===== src/hdl/pplf_pkg.sv =====
`timescale 1ns / 1ps
// ----------------------------------------------------------------------------
// Paced packet link framer - shared definitions
// Mode and status codes, frame constants and the structs passed between the
// framer top level and its transmit queue and receive frame units.
// ----------------------------------------------------------------------------
package pplf_pkg;

  // Receive frame buffer geometry
  localparam int FRAME_SIZE = 32;
  localparam int FRAME_AW   = 5;
  localparam int FILL_W     = 6;

  // Link framing bytes
  localparam logic [7:0] PACKET_START = 8'hFF;
  localparam logic [7:0] END_BYTE     = 8'h00;

  // Item modes
  localparam logic [1:0] MODE_TICK  = 2'd0;
  localparam logic [1:0] MODE_START = 2'd1;
  localparam logic [1:0] MODE_DATA  = 2'd2;
  localparam logic [1:0] MODE_READ  = 2'd3;

  // Transmit status codes
  localparam logic [1:0] TXS_ACCEPTED = 2'd0;
  localparam logic [1:0] TXS_ENDED    = 2'd1;
  localparam logic [1:0] TXS_TOO_LONG = 2'd2;
  localparam logic [1:0] TXS_DISABLED = 2'd3;

  // Configuration registers
  localparam int         CFG_IDX_W      = 1;
  localparam int         CFG_DATA_W     = 16;
  localparam logic       REG_SEND_DELAY = 1'b0;
  localparam logic       REG_TX_ENABLE  = 1'b1;
  localparam logic [15:0] SEND_DELAY_RESET = 16'd7;
  localparam logic [15:0] PACE_RESET       = 16'd7;

  // Push request into the transmit queue: one byte, or a pair
  typedef struct packed {
    logic       vld;
    logic       two;
    logic [7:0] first;
    logic [7:0] second;
  } txq_push_t;

  // Receive completion flags of one tick
  typedef struct packed {
    logic done;
    logic bad_header;
    logic overflow;
  } rx_status_t;

  // One result beat
  typedef struct packed {
    logic       tx_valid;
    logic [7:0] tx_byte;
    logic       flag_tx_busy;
    logic       flag_rx_done;
    logic       flag_bad_header;
    logic       flag_overflow;
    logic [7:0] last_type;
    logic [1:0] tx_status;
    logic [7:0] read_byte;
  } result_t;

endpackage


===== src/hdl/pplf_txq.sv =====
`timescale 1ns / 1ps
// ----------------------------------------------------------------------------
// Transmit byte queue
// Circular queue in a single-write-port memory. A pair push writes the first
// byte at once and parks the second in a pending register that is written in
// the next cycle. The head byte is read into a register on each item beat.
// ----------------------------------------------------------------------------
module pplf_txq #(
  parameter int DEPTH = 64
) (
  input  logic                       clk,
  input  logic                       rst_n,
  input  pplf_pkg::txq_push_t        push_i,
  input  logic                       pop_i,
  input  logic                       rd_en_i,
  output logic [$clog2(DEPTH+1)-1:0] fill_o,
  output logic                       pend_o,
  output logic [7:0]                 head_byte_o
);
  import pplf_pkg::*;

  localparam int AW = $clog2(DEPTH);
  localparam int FW = $clog2(DEPTH + 1);

  logic [7:0]    mem_r [DEPTH];
  logic [AW-1:0] head_r, head_nxt;
  logic [FW-1:0] fill_r, fill_nxt;
  logic [FW:0]   tail_sum;
  logic [AW-1:0] tail, tail_inc;
  logic          push_first, push_second;
  logic          pend_valid_r;
  logic [AW-1:0] pend_addr_r;
  logic [7:0]    pend_data_r;
  logic [7:0]    head_byte_r;

  // Tail position and pointer updates; full queue drops new bytes
  always_comb begin
    tail_sum = (FW+1)'(head_r) + (FW+1)'(fill_r);
    if (tail_sum >= (FW+1)'(DEPTH)) begin
      tail = AW'(tail_sum - (FW+1)'(DEPTH));
    end else begin
      tail = AW'(tail_sum);
    end
    tail_inc    = (tail == AW'(DEPTH - 1)) ? '0 : tail + 1'b1;
    push_first  = push_i.vld && (fill_r < FW'(DEPTH));
    push_second = push_i.vld && push_i.two && (fill_r < FW'(DEPTH - 1));
    if (pop_i) begin
      head_nxt = (head_r == AW'(DEPTH - 1)) ? '0 : head_r + 1'b1;
    end else begin
      head_nxt = head_r;
    end
    fill_nxt = fill_r + FW'(push_first) + FW'(push_second) - FW'(pop_i);
  end

  // Control state
  always_ff @(posedge clk) begin
    if (!rst_n) begin
      head_r       <= '0;
      fill_r       <= '0;
      pend_valid_r <= 1'b0;
    end else begin
      head_r       <= head_nxt;
      fill_r       <= fill_nxt;
      pend_valid_r <= push_second;
    end
  end

  // Second byte of a pair waits in the pending register for the write port
  always_ff @(posedge clk) begin
    if (push_second) begin
      pend_addr_r <= tail_inc;
      pend_data_r <= push_i.second;
    end
  end

  // Memory write port
  always_ff @(posedge clk) begin
    if (pend_valid_r) begin
      mem_r[pend_addr_r] <= pend_data_r;
    end else if (push_first) begin
      mem_r[tail] <= push_i.first;
    end
  end

  // Registered head read, with bypass of a pending write
  always_ff @(posedge clk) begin
    if (rd_en_i) begin
      if (pend_valid_r && (pend_addr_r == head_r)) begin
        head_byte_r <= pend_data_r;
      end else begin
        head_byte_r <= mem_r[head_r];
      end
    end
  end

  assign fill_o      = fill_r;
  assign pend_o      = pend_valid_r;
  assign head_byte_o = head_byte_r;

  // Pending write drains in the next cycle and never meets a new push
  a_pend_one_cycle: assert property (@(posedge clk) disable iff (!rst_n)
    pend_valid_r |=> !pend_valid_r)
    else $error("pending queue write held longer than one cycle");

  a_no_push_on_pend: assert property (@(posedge clk) disable iff (!rst_n)
    pend_valid_r |-> !push_i.vld)
    else $error("push while pending write occupies the port");

  a_pop_nonempty: assert property (@(posedge clk) disable iff (!rst_n)
    pop_i |-> (fill_r != '0))
    else $error("pop from empty transmit queue");

endmodule


===== src/hdl/pplf_rx.sv =====
`timescale 1ns / 1ps
// ----------------------------------------------------------------------------
// Receive frame collector
// Stores received bytes in a 32-entry frame buffer, detects frame completion
// on a zero byte or a full buffer, flags bad header and overflow, latches the
// type byte and clears the buffer on the following tick.
// ----------------------------------------------------------------------------
module pplf_rx (
  input  logic                          clk,
  input  logic                          rst_n,
  input  logic                          en_i,
  input  logic                          rx_valid_i,
  input  logic [7:0]                    rx_byte_i,
  input  logic [pplf_pkg::FRAME_AW-1:0] rd_idx_i,
  output pplf_pkg::rx_status_t          status_o,
  output logic [7:0]                    type_o,
  output logic [7:0]                    rd_byte_o
);
  import pplf_pkg::*;

  logic [7:0]          frame_r [FRAME_SIZE];
  logic [FILL_W-1:0]   fill_r, fill_nxt, fill_eff, fill_inc;
  logic                clear_r, clear_nxt;
  logic [7:0]          latch_r, latch_nxt, latch_eff;
  logic [FRAME_AW-1:0] wr_idx;
  logic                full, byte_zero;
  logic [7:0]          head0, head1, wr_data;
  rx_status_t          status;

  // Frame completion and next state for a tick beat
  always_comb begin
    fill_eff  = clear_r ? '0 : fill_r;
    latch_eff = clear_r ? '0 : latch_r;
    wr_idx    = fill_eff[FRAME_AW-1:0];
    fill_inc  = (fill_eff < FILL_W'(FRAME_SIZE)) ? fill_eff + 1'b1 : fill_eff;
    full      = (fill_inc == FILL_W'(FRAME_SIZE));
    byte_zero = (rx_byte_i == END_BYTE);
    head0     = (wr_idx == '0) ? rx_byte_i : frame_r[0];
    head1     = (wr_idx == FRAME_AW'(1)) ? rx_byte_i : frame_r[1];

    status.done       = en_i && rx_valid_i && (byte_zero || full);
    status.bad_header = status.done && (head0 != PACKET_START);
    status.overflow   = status.done && full && !byte_zero;
    wr_data           = status.overflow ? END_BYTE : rx_byte_i;

    fill_nxt  = fill_r;
    clear_nxt = clear_r;
    latch_nxt = latch_r;
    if (en_i) begin
      fill_nxt  = rx_valid_i ? fill_inc : fill_eff;
      clear_nxt = status.done;
      latch_nxt = status.done ? head1 : latch_eff;
    end
  end

  // Control state
  always_ff @(posedge clk) begin
    if (!rst_n) begin
      fill_r  <= '0;
      clear_r <= 1'b1;
      latch_r <= '0;
    end else begin
      fill_r  <= fill_nxt;
      clear_r <= clear_nxt;
      latch_r <= latch_nxt;
    end
  end

  // Frame buffer write
  always_ff @(posedge clk) begin
    if (en_i && rx_valid_i) begin
      frame_r[wr_idx] <= wr_data;
    end
  end

  assign status_o  = status;
  assign type_o    = latch_nxt;
  assign rd_byte_o = frame_r[rd_idx_i];

  // A full buffer always has its clear scheduled
  a_full_clears: assert property (@(posedge clk) disable iff (!rst_n)
    (fill_r == FILL_W'(FRAME_SIZE)) |-> clear_r)
    else $error("full frame buffer without pending clear");

  a_clear_restarts: assert property (@(posedge clk) disable iff (!rst_n)
    (en_i && clear_r) |=> (fill_r <= FILL_W'(1)))
    else $error("frame buffer not restarted after clear");

  a_overflow_last: assert property (@(posedge clk) disable iff (!rst_n)
    status.overflow |-> (wr_idx == FRAME_AW'(FRAME_SIZE - 1)))
    else $error("overflow reported away from last frame entry");

endmodule


===== src/hdl/paced_packet_link_framer.sv =====
`timescale 1ns / 1ps
// ----------------------------------------------------------------------------
// Paced packet link framer - top level
// Queues framed packets for a byte link, paces them out on tick items,
// collects received frames and answers frame buffer reads.
// ----------------------------------------------------------------------------
// Takes one item per clock unless the output stalls or a push waits for the
// write port; its result beat goes through a stage register and an output
// register, which absorb an output stall. A transmit-start or transmit-data
// item that directly follows a start that queued its type byte is held back:
// the queue memory has one write port, and the type byte of a start takes it
// in the cycle after the 0xFF. The transmit queue needs no clearing after
// reset. Configuration writes are always ready and take effect at once.
module paced_packet_link_framer #(
  parameter int TX_QUEUE_DEPTH = 64,
  parameter int DATA_MAX       = 30
) (
  input  logic                            clk,
  input  logic                            rst_n,
  // item input
  input  logic                            in_valid,
  output logic                            in_ready,
  input  logic [1:0]                      in_mode,
  input  logic                            in_link_ready,
  input  logic                            in_rx_valid,
  input  logic [7:0]                      in_rx_byte,
  input  logic [7:0]                      in_packet_type,
  input  logic [7:0]                      in_payload_byte,
  input  logic [pplf_pkg::FRAME_AW-1:0]   in_read_index,
  // result output
  output logic                            out_valid,
  input  logic                            out_ready,
  output logic                            out_tx_valid,
  output logic [7:0]                      out_tx_byte,
  output logic                            out_flag_tx_busy,
  output logic                            out_flag_rx_done,
  output logic                            out_flag_bad_header,
  output logic                            out_flag_overflow,
  output logic [7:0]                      out_last_type,
  output logic [1:0]                      out_tx_status,
  output logic [7:0]                      out_read_byte,
  // configuration writes
  input  logic                            cfg_valid,
  output logic                            cfg_ready,
  input  logic [pplf_pkg::CFG_IDX_W-1:0]  cfg_index,
  input  logic [pplf_pkg::CFG_DATA_W-1:0] cfg_data
);
  import pplf_pkg::*;

  localparam int QFW = $clog2(TX_QUEUE_DEPTH + 1);
  localparam int CW  = $clog2(DATA_MAX + 1);

  logic [15:0]    send_delay_r;
  logic           tx_enable_r;
  logic [15:0]    pace_r, pace_nxt;
  logic [CW-1:0]  cnt_r, cnt_nxt, cnt_inc;
  logic           open_r, open_nxt;
  logic           s1_valid_r, out_valid_r;
  result_t        s1_r, out_r, out_nxt, res;
  logic           accept, s1_adv, is_push_mode, rx_en;
  logic           pop_req;
  txq_push_t      push_req, push;
  logic [QFW-1:0] q_fill;
  logic           q_pend;
  logic [7:0]     head_byte;
  rx_status_t     rx_status;
  logic [7:0]     rx_type, rx_rd;

  // Handshake: stall a push while the queue write port is taken
  assign is_push_mode = (in_mode == MODE_START) || (in_mode == MODE_DATA);
  assign s1_adv       = !out_valid_r || out_ready;
  assign in_ready     = (!s1_valid_r || s1_adv) && !(q_pend && is_push_mode);
  assign accept       = in_valid && in_ready;
  assign rx_en        = accept && (in_mode == MODE_TICK);
  assign cfg_ready    = 1'b1;

  // Per-item decode
  always_comb begin
    res      = '0;
    push_req = '0;
    pop_req  = 1'b0;
    pace_nxt = pace_r;
    cnt_nxt  = cnt_r;
    open_nxt = open_r;
    cnt_inc  = cnt_r + 1'b1;
    unique case (in_mode)
      MODE_TICK: begin
        res.flag_tx_busy    = (q_fill != '0) && in_link_ready;
        res.flag_rx_done    = rx_status.done;
        res.flag_bad_header = rx_status.bad_header;
        res.flag_overflow   = rx_status.overflow;
        if (res.flag_tx_busy) begin
          if (pace_r == '0) begin
            pop_req      = 1'b1;
            res.tx_valid = 1'b1;
            pace_nxt     = send_delay_r;
          end else begin
            pace_nxt = pace_r - 16'd1;
          end
        end
      end
      MODE_START: begin
        if (!tx_enable_r) begin
          res.tx_status = TXS_DISABLED;
        end else begin
          push_req.vld    = 1'b1;
          push_req.two    = 1'b1;
          push_req.first  = PACKET_START;
          push_req.second = in_packet_type;
          open_nxt        = 1'b1;
          cnt_nxt         = '0;
        end
      end
      MODE_DATA: begin
        if (!tx_enable_r) begin
          res.tx_status = TXS_DISABLED;
        end else if (!open_r) begin
          res.tx_status = TXS_ENDED;
        end else begin
          push_req.vld   = 1'b1;
          push_req.first = in_payload_byte;
          cnt_nxt        = cnt_inc;
          if (in_payload_byte == END_BYTE) begin
            open_nxt      = 1'b0;
            res.tx_status = TXS_ENDED;
          end else if (cnt_inc >= CW'(DATA_MAX)) begin
            open_nxt      = 1'b0;
            res.tx_status = TXS_TOO_LONG;
          end
        end
      end
      MODE_READ: begin
        res.read_byte = rx_rd;
      end
      default: begin
        res = '0;
      end
    endcase
    res.last_type = rx_type;
  end

  // Queue requests only on an accepted beat
  always_comb begin
    push     = push_req;
    push.vld = accept && push_req.vld;
  end

  pplf_txq #(
    .DEPTH(TX_QUEUE_DEPTH)
  ) u_txq (
    .clk         (clk),
    .rst_n       (rst_n),
    .push_i      (push),
    .pop_i       (accept && pop_req),
    .rd_en_i     (accept),
    .fill_o      (q_fill),
    .pend_o      (q_pend),
    .head_byte_o (head_byte)
  );

  pplf_rx u_rx (
    .clk        (clk),
    .rst_n      (rst_n),
    .en_i       (rx_en),
    .rx_valid_i (in_rx_valid),
    .rx_byte_i  (in_rx_byte),
    .rd_idx_i   (in_read_index),
    .status_o   (rx_status),
    .type_o     (rx_type),
    .rd_byte_o  (rx_rd)
  );

  // Control state, configuration and pipeline valids
  always_ff @(posedge clk) begin
    if (!rst_n) begin
      send_delay_r <= SEND_DELAY_RESET;
      tx_enable_r  <= 1'b0;
      pace_r       <= PACE_RESET;
      cnt_r        <= '0;
      open_r       <= 1'b0;
      s1_valid_r   <= 1'b0;
      out_valid_r  <= 1'b0;
    end else begin
      if (cfg_valid) begin
        unique case (cfg_index)
          REG_SEND_DELAY: send_delay_r <= cfg_data;
          REG_TX_ENABLE:  tx_enable_r  <= cfg_data[0];
          default:        send_delay_r <= send_delay_r;
        endcase
      end
      if (accept) begin
        pace_r <= pace_nxt;
        cnt_r  <= cnt_nxt;
        open_r <= open_nxt;
      end
      if (accept) begin
        s1_valid_r <= 1'b1;
      end else if (s1_adv) begin
        s1_valid_r <= 1'b0;
      end
      if (s1_adv) begin
        out_valid_r <= s1_valid_r;
      end
    end
  end

  // Sent byte joins from the queue read register
  always_comb begin
    out_nxt         = s1_r;
    out_nxt.tx_byte = s1_r.tx_valid ? head_byte : 8'h00;
  end

  // Result payload
  always_ff @(posedge clk) begin
    if (accept) begin
      s1_r <= res;
    end
    if (s1_adv) begin
      out_r <= out_nxt;
    end
  end

  assign out_valid           = out_valid_r;
  assign out_tx_valid        = out_r.tx_valid;
  assign out_tx_byte         = out_r.tx_byte;
  assign out_flag_tx_busy    = out_r.flag_tx_busy;
  assign out_flag_rx_done    = out_r.flag_rx_done;
  assign out_flag_bad_header = out_r.flag_bad_header;
  assign out_flag_overflow   = out_r.flag_overflow;
  assign out_last_type       = out_r.last_type;
  assign out_tx_status       = out_r.tx_status;
  assign out_read_byte       = out_r.read_byte;

endmodule


===== config.mk =====
export PLATFORM = sky130hd
export DESIGN_NAME = paced_packet_link_framer
export DESIGN_NICKNAME = d
export VERILOG_FILES = /design/src/hdl/pplf_pkg.sv /design/src/hdl/pplf_txq.sv /design/src/hdl/pplf_rx.sv /design/src/hdl/paced_packet_link_framer.sv
export SDC_FILE = /design/constraint.sdc
export NUM_CORES = 1
export LEC_CHECK = 0
export ABC_AREA = 1
export BUFFER_PORTS_ARGS = -buffer_cell sky130_fd_sc_hd__buf_2
export CAP_MARGIN = 20
export CORE_MARGIN = 3
export CORE_UTILIZATION = 35
export CTS_CLUSTER_SIZE = 28
export DETAILED_ROUTE_END_ITERATION = 8
export GPL_TIMING_DRIVEN = 0
export SYNTH_ARGS = -nofsm -noshare
export SYNTH_HDL_FRONTEND = slang
export SYNTH_SLANG_ARGS = --single-unit
export TNS_END_PERCENT = 30

===== constraint.sdc =====
create_clock -name clk -period 8.75 [get_ports clk]
set_input_delay 2.1875 -clock clk [delete_from_list [all_inputs] [get_ports clk]]
set_output_delay 2.1875 -clock clk [all_outputs]
set_load 0.01 [all_outputs]

==> metrics.log, run 1 <==
INFO  metric timing.rr.start = u_txq.pend_o$_SDFF_PN0_
INFO  metric worstMarginPinSlew = 1.14 ns
INFO  metric hold_path_end = out_last_type[3]$_DFFE_PP_
INFO  metric cp_data_arrival_time = 6.64 ns
INFO  metric compound_cell_area_share_of_the_yosys_netlist = 11.4%
INFO  metric final_global_route_overflow_total = 0
INFO  metric totalWireLength = 120000 um
INFO  metric per_cell_routed_wire_length = 24.6 um
INFO  metric postCtsSetupRepairBufs = 0
INFO  metric initialDrtViolationCount = 3619
INFO  metric worst_ep_required_time = 9.28 ns
INFO  metric setup.worst_path.end_class = register
INFO  metric synth.largest_area_cell = edfxtp_1
INFO  metric synthDominantCellAreaShare = 67.5%
INFO  metric final_net_count = 3488
INFO  metric start_util = 35.3%
INFO  metric crit_path_frequent_cell = inv_1
INFO  metric synth.net_count = 3289
INFO  metric num_rows = 120
INFO  metric finClkSkew = 0.0482 ns
INFO  metric synth.yosys.seq_area_share = 71.2%
INFO  metric ios = 89
INFO  metric vias = 27084
INFO  metric setup_failing_eps_final = 0
INFO  metric finalWorstPathRequiredPeriod = 6.11 ns
INFO  metric synth.distinct_cells = 47
INFO  metric crit_path_top_delay_cell = nor3_2
INFO  metric synth.cell_area = 37900 um2
INFO  metric grt_antenna_before_repair = 4
INFO  metric timing.fmax = 0.164 GHz
INFO  metric post_cts_hold_buffer_count = 0
INFO  metric reg2reg_depth = 20
INFO  metric cts_made_buffers = 94
INFO  metric numPlacedInstances = 4704
INFO  metric worstHoldPathCells = 0
INFO  metric cts_repair_resize_count = 0
INFO  metric slowest_stage_delay_on_critical_path = 0.54 ns
INFO  metric h-tree-depth = 3
INFO  metric fraction_of_final_layout_cells_with_drive_strength_greater_than_1 = 9.26%
INFO  metric core_region_area = 107000 um2
INFO  metric drt-pass1-iter-count = 6
INFO  metric fin_area = 43600 um2
INFO  metric yosysWarnings = 0
INFO  metric tritoncts = done
INFO  metric cap_viol_max_count = 0
INFO  metric synthesis.instances = 3202
INFO  metric grt_use_total = 20.8%
INFO  metric asyncSetResetFlopFracSynth = 0%
INFO  metric ir_worst_vdd = 0.174 mV
INFO  metric dieArea = 112000 um2
INFO  metric multiplexer_fraction_of_the_synthesized_cell_area = 0.0264%
INFO  metric outcome = finished, final reports clean
INFO  metric post_synth_edffs = 853
INFO  metric yosys.area_share.xor_xnor = 0.369%
INFO  metric synth_top_family_by_area = simple AND/OR/NAND/NOR gates
INFO  metric ctsLongestPathBuffers = 3
INFO  metric numPortBuffers = 84
INFO  metric hold_violations = 0
INFO  metric place.gp.congestion = 0.968
INFO  metric maximum_number_of_pins_on_one_net_before_global_route_repair = 53
INFO  metric syn2layout_area_growth = 14.8%
INFO  metric clock_transition_at_the_register_clock_pins_on_the_worst_setup_and_hold_paths_after_cts = 0.06 ns
INFO  metric rsz0062_at_grt = no
INFO  metric hp-class = reg2reg
INFO  metric dpl-instance-area = 40400 um2
INFO  metric synth_simple_gate_area_share = 12.5%
INFO  metric synth_area_per_cell = 11.8 um2
INFO  metric yosys.area_share.adder = 1.11%
INFO  metric die_h = 335 um
INFO  metric synth_seq_cells = 923
INFO  metric setup.worst_path.class = in2reg
INFO  metric power.leakage = 14.9 nW
INFO  metric final_cell_mix = edfxtp_1 (853), nor2_1 (665), o21ai_0 (459), nand2_1 (266), clkbuf_1 (152)
INFO  metric die_x = 335 um
INFO  metric hold_start = out_nxt[13]$_DFFE_PP_
INFO  metric clock-sinks = 923
INFO  metric clockRootBuffer = clkbuf_16
INFO  metric total_power = 9.03 mW
INFO  metric number_of_global_route_vias_before_repair = 25628
INFO  metric crit_chain = buf_2, inv_1, ha_1, nand2_1, nand2_2, nor2_4, buf_12, nand4_2, buf_6, nor3_2, inv_1, fa_1, inv_1, fa_1, nand2_1, inv_1, o21bai_1, a21boi_0, nor2_1, nor2_1, o21ai_0, nand2_1, nor2_1
INFO  metric finalMaxSlewViolations = 0
INFO  metric vias_per_cell = 5.55
INFO  metric regToRegEndpoint = u_txq.fill_o[6]$_SDFF_PN0_
INFO  metric power.density_cell_area = 207 nW/um2
INFO  metric grt_first_pass_wirelength = 173000 um
INFO  metric rrSetupSlack = 4.52 ns
INFO  metric antenna_violating_nets_left = 0
INFO  metric slew_headroom = 24.2%
INFO  metric critPathTopFamily = simple AND/OR/NAND/NOR gates
INFO  metric synth.area.top_cells = edfxtp_1 (68%), nor2_1 (6.6%), o21ai_0 (6.1%), dfxtp_1 (3.7%), nand2_1 (2.7%)
INFO  metric critical_path_peak_fanout = 35
INFO  metric place.detailed.hpwl = 82600 um
INFO  metric final_cells = 4881
INFO  metric nFillCells = 10084
INFO  metric path_depth = 23
INFO  metric layout_commonest_cell = edfxtp_1
INFO  metric hold-worst-slack = 0.418 ns
INFO  metric clock_insertion_delay_worst_skew = 0.68 ns
INFO  metric setup.worst_path.start_class = input pin
INFO  metric finalCritPeriodShare = 69.8%
INFO  metric ys.flop_type = edfxtp_1
INFO  metric route.detailed.drc = 0
INFO  metric cp_num_buf_inv = 7
-- state kept, by name, indices dropped and copies added, names as in the netlist, 6 cells and up, named ones only --
| signal | cells |
|---|---|
| u_txq.fill_o | 7 |
| u_rx.latch_r | 8 |
| u_txq.head_r | 6 |
| out_last_type | 8 |
| out_nxt | 23 |
| u_rx.fill_r | 6 |
| out_read_byte | 8 |
| u_rx.frame_r | 256 |
| u_txq.pend_data_r | 8 |
| u_txq.pend_addr_r | 6 |
| out_tx_byte | 8 |
| pace_r | 16 |
| send_delay_r | 16 |
| u_txq.mem_r | 512 |
-- per-stage QoR --
stage / util (%) / worst slack [ns] / TNS (ns)
final: 40.6 / 2.64 / 0
after CTS: 40.5 / 2.62 / 0
after detailed placement: 37.7 / 1.95 / 0
after global placement: 37.4 / -3.87 / -475.42
after global routing: 40.6 / 2.23 / 0
after floorplan: - / 1.27 / 0
-- worst register-to-register path, cell delays in order (launching register included) --
cell,delay [ns]
dfxtp_1,0.33
nand2_1,0.22
nand2_2,0.13
nor2_4,0.46
buf_12,0.29
nand4_2,0.15
buf_6,0.19
nor3_2,0.55
inv_1,0.24
fa_1,0.43
inv_1,0.09
fa_1,0.20
nand2_1,0.06
inv_1,0.07
o21bai_1,0.08
a21boi_0,0.23
nor2_1,0.07
nor2_1,0.14
o21ai_0,0.09
nand2_1,0.06
nor2_1,0.05
-- cells in the mapped netlist (all sizes together) (4+ instances only) --
master and n:
edfxtp 853, nor2 670, o21ai 465, nand2 287
nand3 149, inv 131, clkbuf 122, o22ai 84
a21oi 70, dfxtp 70, o211ai 67, buf 58
o221ai 55, ha 29, nand4 26, nor3 18
xor2 10, xnor2 6, nor4 4
-- cell families (layout without fill, tap and decap cells) --
family	count (synthesis)	in the layout
AOI/OAI and AO/OA	756	756
xor gates and xnor gates	16	16
adders and majority gates	32	32
buffers and inverters	313	587
DFF	923	923
muxes	1	1
other	1	3
and+or+nand+nor	1160	1160
-- where the power goes --
group | internal (mW) | leakage [nW] | switching [mW] | total (mW)
clock network | 2.24 | 1.45 | 1.73 | 3.97
logic | 0.0673 | 4.95 | 0.183 | 0.250
registers | 4.80 | 8.52 | 0.0125 | 4.81
-- how the worst max path moves through the flow --
stage / start / to / slack [ns]
detailed placement: in_mode[0] / u_txq.fill_o[6]$_SDFF_PN0_ / 1.95
finish: in_mode[0] / u_txq.fill_o[6]$_SDFF_PN0_ / 2.64
global placement: in_mode[0] / u_txq.mem_r[22][3]$_DFFE_PP_ / -3.87
CTS: in_mode[0] / u_txq.fill_o[6]$_SDFF_PN0_ / 2.62
global route: in_mode[0] / u_txq.fill_o[6]$_SDFF_PN0_ / 2.23
floorplan: in_mode[0] / u_txq.mem_r[0][3]$_DFFE_PP_ / 1.27
-- final cells by class --
cell class	instances	area, um2	share of cell area (%)
multi-input combinational	1966	9720	22.3
clock buffer	128	2520	5.79
clock inverter	43	488	1.12
inverter	133	499	1.15
buffer	180	751	1.72
antenna	2	5.00	0.0115
tap	1403	1760	4.03
sequential	923	27000	62.0
timing repair buffer	103	800	1.84
-- layer usage --
layer	up-vias	share of wire [%]	track usage [%]
li1	12003	-	-
met1	13299	41	28.9
met2	1518	45	32.6
met3	264	10	3.95
met4	0	3.6	7.76
met5	-	0	0
Power figures use the tool's default switching activity.
==> run 2: changes to the inputs <==
- ABC_AREA: 1 -> 0
- clock period: 8.75 -> 5.2 ns (I/O delays scaled with it)
==> metrics.log, run 2 <==
INFO  metric outcome = finished, final reports clean
INFO  metric critPathLaunch = in_mode[0]
INFO  metric route.detailed.drc = 0 (unchanged)
INFO  metric rsz0062_at_grt = no
INFO  metric largest_reg_flops = 512 (unchanged)
INFO  metric clock_insertion_delay_worst_skew = 0.66 ns (-0.02 ns)
INFO  metric synthDominantCellAreaShare = 69.2% (+1.7 points)
INFO  metric final_cell_mix = edfxtp_1 (853), mux4_2 (194), nor2_1 (152), buf_2 (120), clkbuf_16 (90)
INFO  metric h-tree-depth = 3 (unchanged)
INFO  metric hp-class = reg2reg
INFO  metric ys_top_cells_by_count = edfxtp_1 (853), mux4_2 (194), nor2_1 (152)
INFO  metric compound_cell_area_share_of_the_yosys_netlist = 4.50% (-6.9 points)
INFO  metric cp_num_buf_inv = 5 (-2)
INFO  metric synth.net_count = 2151 (-35%)
INFO  metric numPortBuffers = 83 (-1.2%)
INFO  metric crit_path_top_delay_cell = and3_1
INFO  metric final_core_utilization = 41.1% (+0.49 points)
INFO  metric power.density_cell_area = 350 nW/um2 (+69%)
INFO  metric post_cts_hold_buffer_count = 0 (unchanged)
INFO  metric vias = 20021 (-26%)
INFO  metric crit_chain = buf_2, inv_1, ha_1, nand4b_1, nor3_2, clkbuf_1, and3_1, inv_1, fa_1, inv_1, fa_1, a21oi_1, o21bai_1, a21oi_1, o21bai_1, xnor2_1, nor2_1
INFO  metric power.leakage = 13.7 nW (-8.2%)
INFO  metric syn2layout_area_growth = 15.7%
INFO  metric synth.largest_area_cell = edfxtp_1
INFO  metric count_leader_synth = edfxtp_1
INFO  metric hold-worst-slack = 0.422 ns (+0.00396 ns)
INFO  metric asyncSetResetFlopFracSynth = 0% (unchanged)
INFO  metric synth_area_per_cell = 17.9 um2 (+51%)
INFO  metric finalWorstPathRequiredPeriod = 4.82 ns
INFO  metric num_rows = 118 (-1.7%)
INFO  metric finClkSkew = 0.0244 ns (-0.0237 ns)
INFO  metric setup.worst_path.start_class = input pin
INFO  metric critPathTopFamily = simple AND/OR/NAND/NOR gates
INFO  metric grt_first_pass_wirelength = 133000 um (-23%)
INFO  metric clock_transition_at_the_register_clock_pins_on_the_worst_setup_and_hold_paths_after_cts = 0.06 ns (about the same)
INFO  metric synth.area.top_cells = edfxtp_1 (69%), mux4_2 (12%), dfxtp_1 (3.8%), mux2i_1 (1.6%), nor2_1 (1.5%)
INFO  metric ctsLongestPathBuffers = 3 (unchanged)
INFO  metric synthesis.instances = 2064 (-36%)
INFO  metric setup_failing_eps_final = 0 (unchanged)
INFO  metric initialDrtViolationCount = 2048 (-43%)
INFO  metric die_x = 331 um (-1.2%)
INFO  metric drt-pass1-iter-count = 6 (unchanged)
INFO  metric dieArea = 110000 um2 (-2.4%)
INFO  metric ir_worst_vdd = 0.240 mV (+38%)
INFO  metric ios = 89 (unchanged)
INFO  metric synth.cell_area = 37000 um2 (-2.5%)
INFO  metric die_h = 331 um (-1.2%)
INFO  metric number_of_global_route_vias_before_repair = 20530 (-20%)
INFO  metric cap_viol_max_count = 0 (unchanged)
INFO  metric post_synth_edffs = 853 (unchanged)
INFO  metric core_region_area = 104000 um2 (-2.9%)
INFO  metric worst_ep_required_time = 5.71 ns (-3.57 ns)
INFO  metric yosysWarnings = 0 (unchanged)
INFO  metric fraction_of_final_layout_cells_with_drive_strength_greater_than_1 = 22.0% (+13 points)
INFO  metric synth.distinct_cells = 63 (+34%)
INFO  metric vias_per_cell = 5.36 (-3.5%)
INFO  metric critical_path_peak_fanout = 15 (-57%)
INFO  metric synth_simple_gate_area_share = 5.58% (-7.0 points)
INFO  metric maximum_number_of_pins_on_one_net_before_global_route_repair = 49 (-7.5%)
INFO  metric grt_use_total = 16.4% (-4.4 points)
INFO  metric crit_path_frequent_cell = inv_1
INFO  metric grt_antenna_before_repair = 3 (-1)
INFO  metric clock-sinks = 923 (unchanged)
INFO  metric final_net_count = 2372 (-32%)
INFO  metric synth_seq_cells = 923 (unchanged)
INFO  metric setup.worst_path.end_class = register
INFO  metric tritoncts = done
INFO  metric synth_top_family_by_area = multiplexers
INFO  metric yosys.area_share.adder = 1.14% (+0.028 points)
INFO  metric totalWireLength = 90600 um (-24%)
INFO  metric per_cell_routed_wire_length = 24.2 um (-1.3%)
INFO  metric timing.rr.start = out_valid$_SDFFE_PN0P_
INFO  metric finalCritPeriodShare = 92.7%
INFO  metric slowest_stage_delay_on_critical_path = 0.69 ns (+0.15 ns)
INFO  metric setup.worst_path.class = in2reg
INFO  metric multiplexer_fraction_of_the_synthesized_cell_area = 13.5% (+13 points)
INFO  metric clockRootBuffer = clkbuf_16
INFO  metric synth.yosys.seq_area_share = 73.0% (+1.8 points)
INFO  metric start_util = 35.5% (+0.16 points)
INFO  metric yosys.area_share.xor_xnor = 0.734% (+0.36 points)
INFO  metric place.detailed.hpwl = 63800 um (-23%)
INFO  metric hold_violations = 0 (unchanged)
INFO  metric cp_data_arrival_time = 5.33 ns (-1.31 ns)
INFO  metric place.gp.congestion = 0.886 (-8.4%)
INFO  metric layout_commonest_cell = edfxtp_1
INFO  metric final_global_route_overflow_total = 0 (unchanged)
INFO  metric ys.flop_type = edfxtp_1
INFO  metric antenna_violating_nets_left = 0 (unchanged)
INFO  metric timing.fmax = 0.207 GHz
INFO  metric slew_headroom = 28.4% (+4.2 points)
INFO  metric worstMarginPinSlew = 1.07 ns (-0.0628 ns)
INFO  metric cts_made_buffers = 88 (-6.4%)
INFO  metric largest-register = u_txq.mem_r
INFO  metric finalMaxSlewViolations = 0 (unchanged)
INFO  metric hold_start = out_nxt[1]$_SDFFCE_PP0P_
INFO  metric nFillCells = 9253 (-8.2%)
-- run 2: changes by cell type after synthesis, moves of 48 or more --
cell,before,now
o22ai_1,84,13
clkbuf_1,121,64
o221ai_1,55,7
inv_1,123,31
nand2_1,273,89
o211ai_1,67,3
nor2_1,665,152
nand3_1,141,18
mux4_2,0,194
mux2i_1,1,59
o21ai_0,459,40
-- run 2: routing by layer --
layer	GRT usage [%]	wire length (um)
met2	27.7	44800
met3	2.89	5610
met1	21.7	37200
met4	5.21	2940
met5	0	13
-- run 2: path summary, 6_finish.rpt --
check	end	slack, ns	depth (start not counted)
max	u_txq.fill_o[6]$_SDFF_PN0_	0.38	17
max reg2reg	u_txq.fill_o[6]$_SDFF_PN0_	1.04	15
min	out_read_byte[1]$_DFFE_PP_	0.42	0
min reg2reg	out_read_byte[1]$_DFFE_PP_	0.42	0
-- run 2: report_power, final --
part	internal [mW]	switching (mW)	total (mW)
clock	3.80	2.77	6.57
combinational	0.133	0.197	0.330
sequential	8.07	0.0176	8.09
total	12.0	2.98	15.0
-- run 2: final cells by class --
type | instances | area (um2) | area share [%]
inverters | 32 | 124 | 0.289
well taps | 1380 | 1730 | 4.03
diodes | 4 | 10.0 | 0.0234
plain buffers | 103 | 432 | 1.01
multi-input cells | 1005 | 9570 | 22.4
clock buffers | 111 | 2340 | 5.47
clock inverters | 48 | 606 | 1.42
flip-flops and latches | 923 | 27000 | 63.1
repair buffers | 132 | 967 | 2.26
-- run 2: through the flow --
step | power, mW | cells | cell area, um2 | TNS (ns) | setup slack (ns)
finish | 15.0 | 3738 | 42800 | 0 | 0.378
global route | 15.4 | 3734 | 42800 | 0 | 0.0369
CTS | 15.1 | 3731 | 42800 | 0 | 0.0472
detailed placement | 8.58 | 3572 | 39800 | -7.43 | -0.651
global placement | 8.56 | 3527 | 39100 | -2330.63 | -4.93
floorplan | 8.43 | 2064 | 37000 | -236.56 | -0.528
-- run 2: cells by family after synthesis --
group,count (synthesis)
DFF,923
and+or+nand+nor,430
muxes,257
AOI/OAI and AO/OA,254
buffers and inverters,136
adders and majority gates,32
xor gates and xnor gates,31
other,1
-- run 2: what timing repair did --
item | 4_1_cts | 5_1_grt
setup endpoints to repair | 0 | 1
resized for setup | 0 | 2
setup buffers | 0 | 4
